## src/rtl/hbm_pkg.sv

```systemverilog
// Shared types, codes and helpers for the heartbeat liveness monitor.
// Used by hbm_cfg, hbm_rules and heartbeat_liveness_monitor; no dependencies.
package hbm_pkg;

    localparam int TIME_BITS = 48;
    localparam int CFG_BITS  = 32;
    localparam int IDX_BITS  = 3;

    localparam logic [IDX_BITS-1:0] REG_QUERY_INTERVAL   = 3'd0;
    localparam logic [IDX_BITS-1:0] REG_WARNING_INTERVAL = 3'd1;
    localparam logic [IDX_BITS-1:0] REG_DEAD_INTERVAL    = 3'd2;
    localparam logic [IDX_BITS-1:0] REG_RESTART_WAIT     = 3'd3;
    localparam logic [IDX_BITS-1:0] REG_REPORT_INTERVAL  = 3'd4;
    localparam logic [IDX_BITS-1:0] REG_AUTO_RESTART     = 3'd5;

    localparam logic [CFG_BITS-1:0] RST_QUERY_INTERVAL   = 32'd2000000;
    localparam logic [CFG_BITS-1:0] RST_WARNING_INTERVAL = 32'd4000000;
    localparam logic [CFG_BITS-1:0] RST_DEAD_INTERVAL    = 32'd6000000;
    localparam logic [CFG_BITS-1:0] RST_RESTART_WAIT     = 32'd3000000;
    localparam logic [CFG_BITS-1:0] RST_REPORT_INTERVAL  = 32'd2000000;

    localparam logic [1:0] ACT_POLL   = 2'd0;
    localparam logic [1:0] ACT_QUERY  = 2'd1;
    localparam logic [1:0] ACT_REPLY  = 2'd2;
    localparam logic [1:0] ACT_MANUAL = 2'd3;

    localparam logic [2:0] H_ALIVE   = 3'd0;
    localparam logic [2:0] H_WAITING = 3'd1;
    localparam logic [2:0] H_DELAYED = 3'd2;
    localparam logic [2:0] H_DEAD    = 3'd3;
    localparam logic [2:0] H_START   = 3'd4;

    typedef enum logic [4:0] {
        ST_ALIVE   = 5'b00001,
        ST_WAITING = 5'b00010,
        ST_DELAYED = 5'b00100,
        ST_DEAD    = 5'b01000,
        ST_START   = 5'b10000
    } health_st_t;

    typedef struct packed {
        logic [CFG_BITS-1:0] query_interval;
        logic [CFG_BITS-1:0] warning_interval;
        logic [CFG_BITS-1:0] dead_interval;
        logic [CFG_BITS-1:0] restart_wait;
        logic [CFG_BITS-1:0] report_interval;
        logic                auto_restart;
    } hbm_cfg_t;

    typedef struct packed {
        logic [1:0]           action;
        logic [TIME_BITS-1:0] now;
    } hbm_in_t;

    typedef struct packed {
        logic       send_query;
        logic       start_component;
        logic       manual_start;
        logic       send_status;
        logic [2:0] health;
    } hbm_out_t;

    typedef struct packed {
        health_st_t           health;
        logic [TIME_BITS-1:0] last_query_time;
        logic [TIME_BITS-1:0] restart_request_time;
        logic [TIME_BITS-1:0] last_report_time;
        logic                 manual_start_pending;
    } hbm_state_t;

    function automatic logic [2:0] health_code(input health_st_t st);
        logic [2:0] code;
        case (st)
            ST_ALIVE:   code = H_ALIVE;
            ST_WAITING: code = H_WAITING;
            ST_DELAYED: code = H_DELAYED;
            ST_DEAD:    code = H_DEAD;
            ST_START:   code = H_START;
            default:    code = H_ALIVE;
        endcase
        return code;
    endfunction

    // now - since >= span; a stamp ahead of now never reaches
    function automatic logic reached(input logic [TIME_BITS-1:0] now,
                                     input logic [TIME_BITS-1:0] since,
                                     input logic [CFG_BITS-1:0]  span);
        logic [TIME_BITS-1:0] diff;
        diff = now - since;
        return (now >= since) && (diff >= TIME_BITS'(span));
    endfunction

    // now - since > span; a stamp at or ahead of now never passes
    function automatic logic passed(input logic [TIME_BITS-1:0] now,
                                    input logic [TIME_BITS-1:0] since,
                                    input logic [CFG_BITS-1:0]  span);
        logic [TIME_BITS-1:0] diff;
        diff = now - since;
        return (now > since) && (diff > TIME_BITS'(span));
    endfunction

endpackage

```

## src/rtl/hbm_cfg.sv

```systemverilog
// Configuration register file of the heartbeat liveness monitor.
// Depends on hbm_pkg for register indexes, reset values and hbm_cfg_t.
module hbm_cfg (
    input  logic                          clk,
    input  logic                          rst_n,
    input  logic                          cfg_valid,
    output logic                          cfg_ready,
    input  logic [hbm_pkg::IDX_BITS-1:0]  cfg_index,
    input  logic [hbm_pkg::CFG_BITS-1:0]  cfg_data,
    output hbm_pkg::hbm_cfg_t             cfg
);
    import hbm_pkg::*;

    hbm_cfg_t cfg_reg;

    assign cfg_ready = 1'b1;
    assign cfg       = cfg_reg;

    always_ff @(posedge clk or negedge rst_n)
    begin
        if (!rst_n)
        begin
            cfg_reg.query_interval   <= RST_QUERY_INTERVAL;
            cfg_reg.warning_interval <= RST_WARNING_INTERVAL;
            cfg_reg.dead_interval    <= RST_DEAD_INTERVAL;
            cfg_reg.restart_wait     <= RST_RESTART_WAIT;
            cfg_reg.report_interval  <= RST_REPORT_INTERVAL;
            cfg_reg.auto_restart     <= 1'b0;
        end
        else if (cfg_valid)
        begin
            case (cfg_index)
                REG_QUERY_INTERVAL:   cfg_reg.query_interval   <= cfg_data;
                REG_WARNING_INTERVAL: cfg_reg.warning_interval <= cfg_data;
                REG_DEAD_INTERVAL:    cfg_reg.dead_interval    <= cfg_data;
                REG_RESTART_WAIT:     cfg_reg.restart_wait     <= cfg_data;
                REG_REPORT_INTERVAL:  cfg_reg.report_interval  <= cfg_data;
                REG_AUTO_RESTART:     cfg_reg.auto_restart     <= cfg_data[0];
                default: ;
            endcase
        end
    end

endmodule

```

## src/rtl/hbm_rules.sv

```systemverilog
// Per-event logic: query, restart and report rules and the non-poll events.
// Depends on hbm_pkg for the item, result, state and configuration types.
module hbm_rules (
    input  hbm_pkg::hbm_in_t    item,
    input  hbm_pkg::hbm_state_t cur,
    input  hbm_pkg::hbm_cfg_t   cfg,
    output hbm_pkg::hbm_state_t nxt,
    output hbm_pkg::hbm_out_t   res
);
    import hbm_pkg::*;

    always_comb
    begin
        nxt = cur;
        res = '0;
        case (item.action)
            ACT_POLL:
            begin
                case (cur.health)
                    ST_ALIVE:
                    begin
                        if (reached(item.now, cur.last_query_time, cfg.query_interval))
                        begin
                            nxt.health     = ST_WAITING;
                            res.send_query = 1'b1;
                        end
                    end
                    ST_WAITING:
                    begin
                        if (reached(item.now, cur.last_query_time, cfg.warning_interval))
                        begin
                            nxt.health     = ST_DELAYED;
                            res.send_query = 1'b1;
                        end
                    end
                    ST_DELAYED:
                    begin
                        if (reached(item.now, cur.last_query_time, cfg.dead_interval))
                            nxt.health = ST_DEAD;
                    end
                    ST_START:
                    begin
                        if (reached(item.now, cur.restart_request_time, cfg.restart_wait))
                            nxt.health = ST_ALIVE;
                    end
                    default: ;
                endcase

                res.manual_start = cur.manual_start_pending;
                if (nxt.health == ST_DEAD && (cfg.auto_restart || cur.manual_start_pending))
                begin
                    nxt.manual_start_pending = 1'b0;
                    nxt.health               = ST_START;
                    nxt.restart_request_time = item.now;
                    res.start_component      = 1'b1;
                end

                if (passed(item.now, cur.last_report_time, cfg.report_interval))
                begin
                    nxt.last_report_time = item.now;
                    res.send_status      = 1'b1;
                end
            end
            ACT_QUERY:
                nxt.last_query_time = item.now;
            ACT_REPLY:
            begin
                nxt.health               = ST_ALIVE;
                nxt.manual_start_pending = 1'b0;
            end
            default:
                nxt.manual_start_pending = 1'b1;
        endcase
        res.health = health_code(nxt.health);
    end

endmodule

```

## src/rtl/heartbeat_liveness_monitor.sv

```systemverilog
// Heartbeat liveness monitor for one watched component.
// Input channel in_*: one event (poll, query sent, reply received, manual
// start) with its microsecond time stamp per transfer.
// Output channel out_*: one result per event, in order: query and start
// requests, the pending manual start flag, the status report flag and the
// health code after the event.
// Configuration channel cfg_*: register index and 32-bit data; cfg_ready is
// always high. Write only while no event is in flight.
// Pipeline: an event passes the input register, then the result register.
// Throughput: one event per cycle while out_ready does not hold a result back,
// set by the combinational rule logic between the two registers; the health
// state and time stamps update on the same edge the result is registered.
// Reset: health alive, all time stamps zero, no manual start pending,
// registers at their defaults; both pipeline stages empty.
// Stall: a held result keeps the input register full; in_ready drops only
// when both stages hold an event and out_ready is low.
// Depends on hbm_pkg, hbm_cfg and hbm_rules.
module heartbeat_liveness_monitor (
    input  logic                          clk,
    input  logic                          rst_n,
    input  logic                          in_valid,
    output logic                          in_ready,
    input  hbm_pkg::hbm_in_t              in_data,
    output logic                          out_valid,
    input  logic                          out_ready,
    output hbm_pkg::hbm_out_t             out_data,
    input  logic                          cfg_valid,
    output logic                          cfg_ready,
    input  logic [hbm_pkg::IDX_BITS-1:0]  cfg_index,
    input  logic [hbm_pkg::CFG_BITS-1:0]  cfg_data
);
    import hbm_pkg::*;

    hbm_cfg_t   cfg;
    logic       s1_valid_reg;
    hbm_in_t    s1_item_reg;
    logic       out_valid_reg;
    hbm_out_t   out_data_reg;
    hbm_state_t state_reg;
    hbm_state_t state_next;
    hbm_out_t   res_next;
    logic       advance;

    hbm_cfg u_cfg (
        .clk       (clk),
        .rst_n     (rst_n),
        .cfg_valid (cfg_valid),
        .cfg_ready (cfg_ready),
        .cfg_index (cfg_index),
        .cfg_data  (cfg_data),
        .cfg       (cfg)
    );

    hbm_rules u_rules (
        .item (s1_item_reg),
        .cur  (state_reg),
        .cfg  (cfg),
        .nxt  (state_next),
        .res  (res_next)
    );

    assign advance   = s1_valid_reg && (!out_valid_reg || out_ready);
    assign in_ready  = !s1_valid_reg || advance;
    assign out_valid = out_valid_reg;
    assign out_data  = out_data_reg;

    always_ff @(posedge clk or negedge rst_n)
    begin
        if (!rst_n)
        begin
            s1_valid_reg  <= 1'b0;
            out_valid_reg <= 1'b0;
            state_reg     <= '{health: ST_ALIVE, default: '0};
        end
        else
        begin
            if (in_ready)
                s1_valid_reg <= in_valid;
            if (advance)
            begin
                out_valid_reg <= 1'b1;
                state_reg     <= state_next;
            end
            else if (out_ready)
                out_valid_reg <= 1'b0;
        end
    end

    // hold payload while stalled
    always_ff @(posedge clk)
    begin
        if (in_ready && in_valid)
            s1_item_reg <= in_data;
        if (advance)
            out_data_reg <= res_next;
    end

    a_ready_when_empty: assert property (@(posedge clk) disable iff (!rst_n)
        !s1_valid_reg |-> in_ready)
        else $error("input refused with an empty input stage");

    a_start_health: assert property (@(posedge clk) disable iff (!rst_n)
        out_valid_reg && out_data_reg.start_component |-> out_data_reg.health == H_START)
        else $error("start request without start-requested health");

    a_query_health: assert property (@(posedge clk) disable iff (!rst_n)
        out_valid_reg && out_data_reg.send_query
            |-> out_data_reg.health == H_WAITING || out_data_reg.health == H_DELAYED)
        else $error("query request outside waiting or delayed");

    a_start_clears_manual: assert property (@(posedge clk) disable iff (!rst_n)
        advance && res_next.start_component |=> !state_reg.manual_start_pending)
        else $error("manual start still pending after a start request");

    a_state_onehot: assert property (@(posedge clk) disable iff (!rst_n)
        advance |=> $onehot(state_reg.health))
        else $error("health state lost its one-hot code");

endmodule

```

## config.mk

```make
export PLATFORM = sky130hd
export DESIGN_NAME = heartbeat_liveness_monitor
export DESIGN_NICKNAME = d
export VERILOG_FILES = /design/src/rtl/hbm_pkg.sv /design/src/rtl/hbm_cfg.sv /design/src/rtl/hbm_rules.sv /design/src/rtl/heartbeat_liveness_monitor.sv
export SDC_FILE = /design/constraint.sdc
export NUM_CORES = 1
export LEC_CHECK = 0
export BUFFER_PORTS_ARGS = -buffer_cell sky130_fd_sc_hd__buf_4
export CORE_UTILIZATION = 40
export DETAILED_ROUTE_END_ITERATION = 8
export GPL_TIMING_DRIVEN = 1
export SETUP_SLACK_MARGIN = 0.4
export SLEW_MARGIN = 5
export SYNTH_ARGS = -nofsm -noshare
export SYNTH_HDL_FRONTEND = slang
export SYNTH_SLANG_ARGS = --single-unit
```

## constraint.sdc

```tcl
create_clock -name clk -period 10.8 [get_ports clk]
set_input_delay 1.08 -clock clk [delete_from_list [all_inputs] [get_ports clk]]
set_output_delay 1.08 -clock clk [all_outputs]
set_load 0.05 [all_outputs]
```

==> key figures <==
Cells and area
  • Area grow syn2layout: 11.4%
  • # fillers: 6645
  • Fin nets: 3459
  • Layout cells sized above 1: 0.145
  • Max FFs per register: 161

Route
  • Drt wl/cell: 19.5 um
  • Post-Route WL: 77400 um
  • Detailed router's first-iteration violation count: 1625
  • Pre-antenna DRT Iters: 5
  • Vias per cell: 5.51
  • # DRC: 0
  • Vias: 21900
  • Post-route ant nets: 0

Critical path
  • Cell mode on critical path: nor2_1
  • Crit. End Element: register
  • CP max stage cell: o41ai_1
  • Critical path cell sequence: inv_1 -> fa_1 -> nand2b_1 -> a21o_1 -> a2111o_1 -> and3b_1 -> o41ai_1 -> xor2_1 -> ha_1 -> nand4_1 -> nor2_1 -> nand2_1 -> nor2_1 -> nor4_1 -> o211ai_1 -> nor3_1 -> nand3_1 -> nor4_1 -> nor2_1 -> o32ai_1 -> or3b_1 -> or3b_4 -> mux2_2
  • Crit Path Max Fanout: 48
  • CP Launch Point: s1_item_reg[1]
  • Worst R2R Setup Slack: 3300 ps
  • Crit Path Class: reg2reg
  • CP arrival: 7960 ps
  • Crit path largest cell delay: 1060 ps
  • Worst r2r dst: state_reg[51]
  • Critical R2R Launch: s1_item_reg[1]
  • Startpoint types: register
  • Reg2reg path depth: 23
  • CP required: 11260 ps

Floorplan
  • Total die area: 0.0688 mm2
  • I/O pin count: 100
  • Initial Utilization: 0.404
  • FP Rows: 95
  • Die H: 262 um
  • Total core area: 0.0670 mm2
  • Chip Width: 262 um

Run
  • MaxCap Viol Count: 0

Global routing
  • M1 GR Usage: 0.327
  • GRT Util Overall: 0.224
  • First-pass GRT wire length: 121000 um
  • Met3 usage: 0.0264
  • GRT busiest layer: met2
  • Largest net degree at the start of global routing: 162
  • Initial antenna violation count: 0
  • M2 GR Usage: 0.343
  • Grt ovf: 0
  • Via count of the first global-routing pass: 21200

Clocking
  • Postcts setup bufs: 0
  • CTS tree: done
  • H-tree depth: 2
  • Post-CTS sizing: 0
  • CTS sink cnt: 370
  • Max Buffers Root-to-Sink: 3
  • CTS Buf Count: 46
  • Clock slew at reported path FFs: 60 ps
  • Clk_lat worst skew: 580 ps
  • Hold-fix buffers, CTS: 0
  • Clock root buffer: clkbuf_16

Placement
  • GP Congestion: 0.983
  • PortBufs: 98
  • HPWL Detailed: 61100 um

Synthesis
  • Post-synth top area share: 0.250
  • Main synth FF type: dfrtp_1
  • Synth Area in Simple Gates: 0.134
  • Synth Register Bits: 370
  • EDFF count, synth: 57
  • Synth unique cells: 89
  • Mean Syn Cell Area: 9.01 um2
  • Synth Instances: 3006
  • Post-Syn Nets: 3403
  • Synth area leaders: dfrtp_1, ha_1, mux2_2
  • Most common cell in the synthesized netlist: inv_1
  • Ys Warns: 0
  • Multiplexer share of the synthesized area: 0.0797
  • Largest family of logic cells by synthesized area: compound AO/OA/AOI/OAI gates
  • Register area share after synthesis: 0.354
  • Dominant cell type by area after synthesis: dfrtp_1
  • Most frequent cells after synthesis: inv_1, ha_1, nand2_1
  • XOR/XNOR Fraction of Synth Area: 0.0349
  • FFs w/ async S/R, synth: 0.846
  • Synth Area in Compound Gates: 0.191
  • Cell Area, Synth: 0.0271 mm2
  • Post-synthesis adder-cell area fraction: 0.143

Timing
  • Min Hold Slack: 479 ps
  • Final TNS setup: 0 ps
  • Rel. slew slack: 0.205
  • RSZ-0062 raised after global routing: no
  • Clock skew: 11.6 ps
  • Hold Fails Final Rpt: 0
  • Max Slew Vio Count: 0
  • Post-route minimum period: 7500 ps
  • Fmax: 133 MHz
  • Final count of negative-setup-slack endpoints: 0
  • Worst slew pin tran: 1180 ps
  • Fin crit share: 0.694

Min path
  • HP Class: reg2reg
  • Hold Path Origin: s1_valid_reg
  • Hold Crit Depth: 1
  • Hold endpoint: out_valid

Power
  • VDD IR-drop max: 112 uV
  • Total leakage power: 0.0136 uW
  • Pwr Density: 229 mW/mm2

Outcome
  • Outcome: finished, final reports clean
-- area by class of cell --
class,count,area (um2),area share
Timing Repair Buffer,116,891,0.0295
Multi-Input combinational cell,2191,15800,0.524
Sequential cell,370,9600,0.318
Inverter,337,1260,0.0419
Clock inverter,21,233,0.00771
Antenna cell,1,2.50,0.0000829
Clock buffer,63,1300,0.0429
Tap cell,873,1090,0.0362
-- cells by family after synthesis --
| logic type | Yosys count |
|---|---|
| AO/OA/AOI/OAI | 838 |
| XOR/XNOR | 108 |
| adder cells (fa/ha/maj) | 307 |
| buffers and inverters | 445 |
| flip-flops | 370 |
| multiplexers | 186 |
| other | 1 |
| AND/OR/NAND/NOR | 751 |
-- metal layers --
metal  share of wire  routed length, um  up-vias
met3           0.041               3200      129
met5               0                  0        -
met2            0.43              33100      507
met1            0.50              38700    10400
met4           0.030               2350        0
li1                -                  -    10800
-- worst max-delay path, delay by kind of cell, from the launching register on --
family | cells | cell delay, ps
simple gates | 13 | 3090
mux | 1 | 400
buf+inv | 1 | 190
fa+ha+maj | 2 | 830
flops | 1 | 460
xor+xnor | 1 | 150
compound gates | 5 | 2170
-- per-stage QoR --
step | total power, uW | setup WS (ps) | cells | util | instance area (um2)
after floorplan | 4390 | 4890 | 3006 | - | 27100
after global placement | 5320 | 3300 | 3887 | 0.427 | 28700
after detailed placement | 5330 | 3320 | 3887 | 0.427 | 28700
after CTS | 6950 | 3290 | 3971 | 0.450 | 30200
after global routing | 7490 | 2930 | 3971 | 0.450 | 30200
final | 6910 | 3300 | 3972 | 0.450 | 30200
-- cell usage in the layout, fill, tap and decap left out, types with 7 or more instances in the layout --
cell type,synthesis,layout
a211o_1,7,7
a211oi_1,24,24
a21boi_0,11,11
a21o_1,101,101
a21oi_1,224,224
a221oi_1,10,10
a31oi_1,20,20
and2_1,14,13
and3_1,10,10
and4_1,12,12
buf_4,1,114
clkbuf_1,89,10
clkbuf_16,0,47
clkinv_2,0,8
dfrtp_1,271,271
dfstp_2,42,42
edfxtp_1,57,57
ha_1,304,304
inv_1,336,336
mux2_2,161,161
mux2_4,19,19
nand2_1,302,301
nand2b_1,25,25
nand3_1,40,39
nand4_1,87,87
nor2_1,136,136
nor2b_1,23,23
nor3_1,38,36
nor4_1,13,13
o211ai_1,24,24
o21a_1,28,28
o21ai_0,270,270
o21bai_1,21,21
o221ai_1,7,7
o31ai_1,9,9
or2_2,7,7
or3_1,16,16
xnor2_1,64,64
xor2_1,44,44
-- worst max path at each step --
stage / endpoint / slack (ps)
floorplan: state_reg[77] / 4890
global placement: state_reg[4] / 3300
detailed placement: state_reg[3] / 3320
CTS: state_reg[5] / 3290
global route: state_reg[18] / 2930
finish: state_reg[51] / 3300
-- power by group --
group          switching, uW  internal [uW]  leakage [uW]  total [uW]
clock network            634            938      0.000740        1570
registers                146           1730       0.00435        1870
logic                   2030           1430       0.00853        3460
total                   2810           4100        0.0136        6910
(Power assumes the default switching activity.)
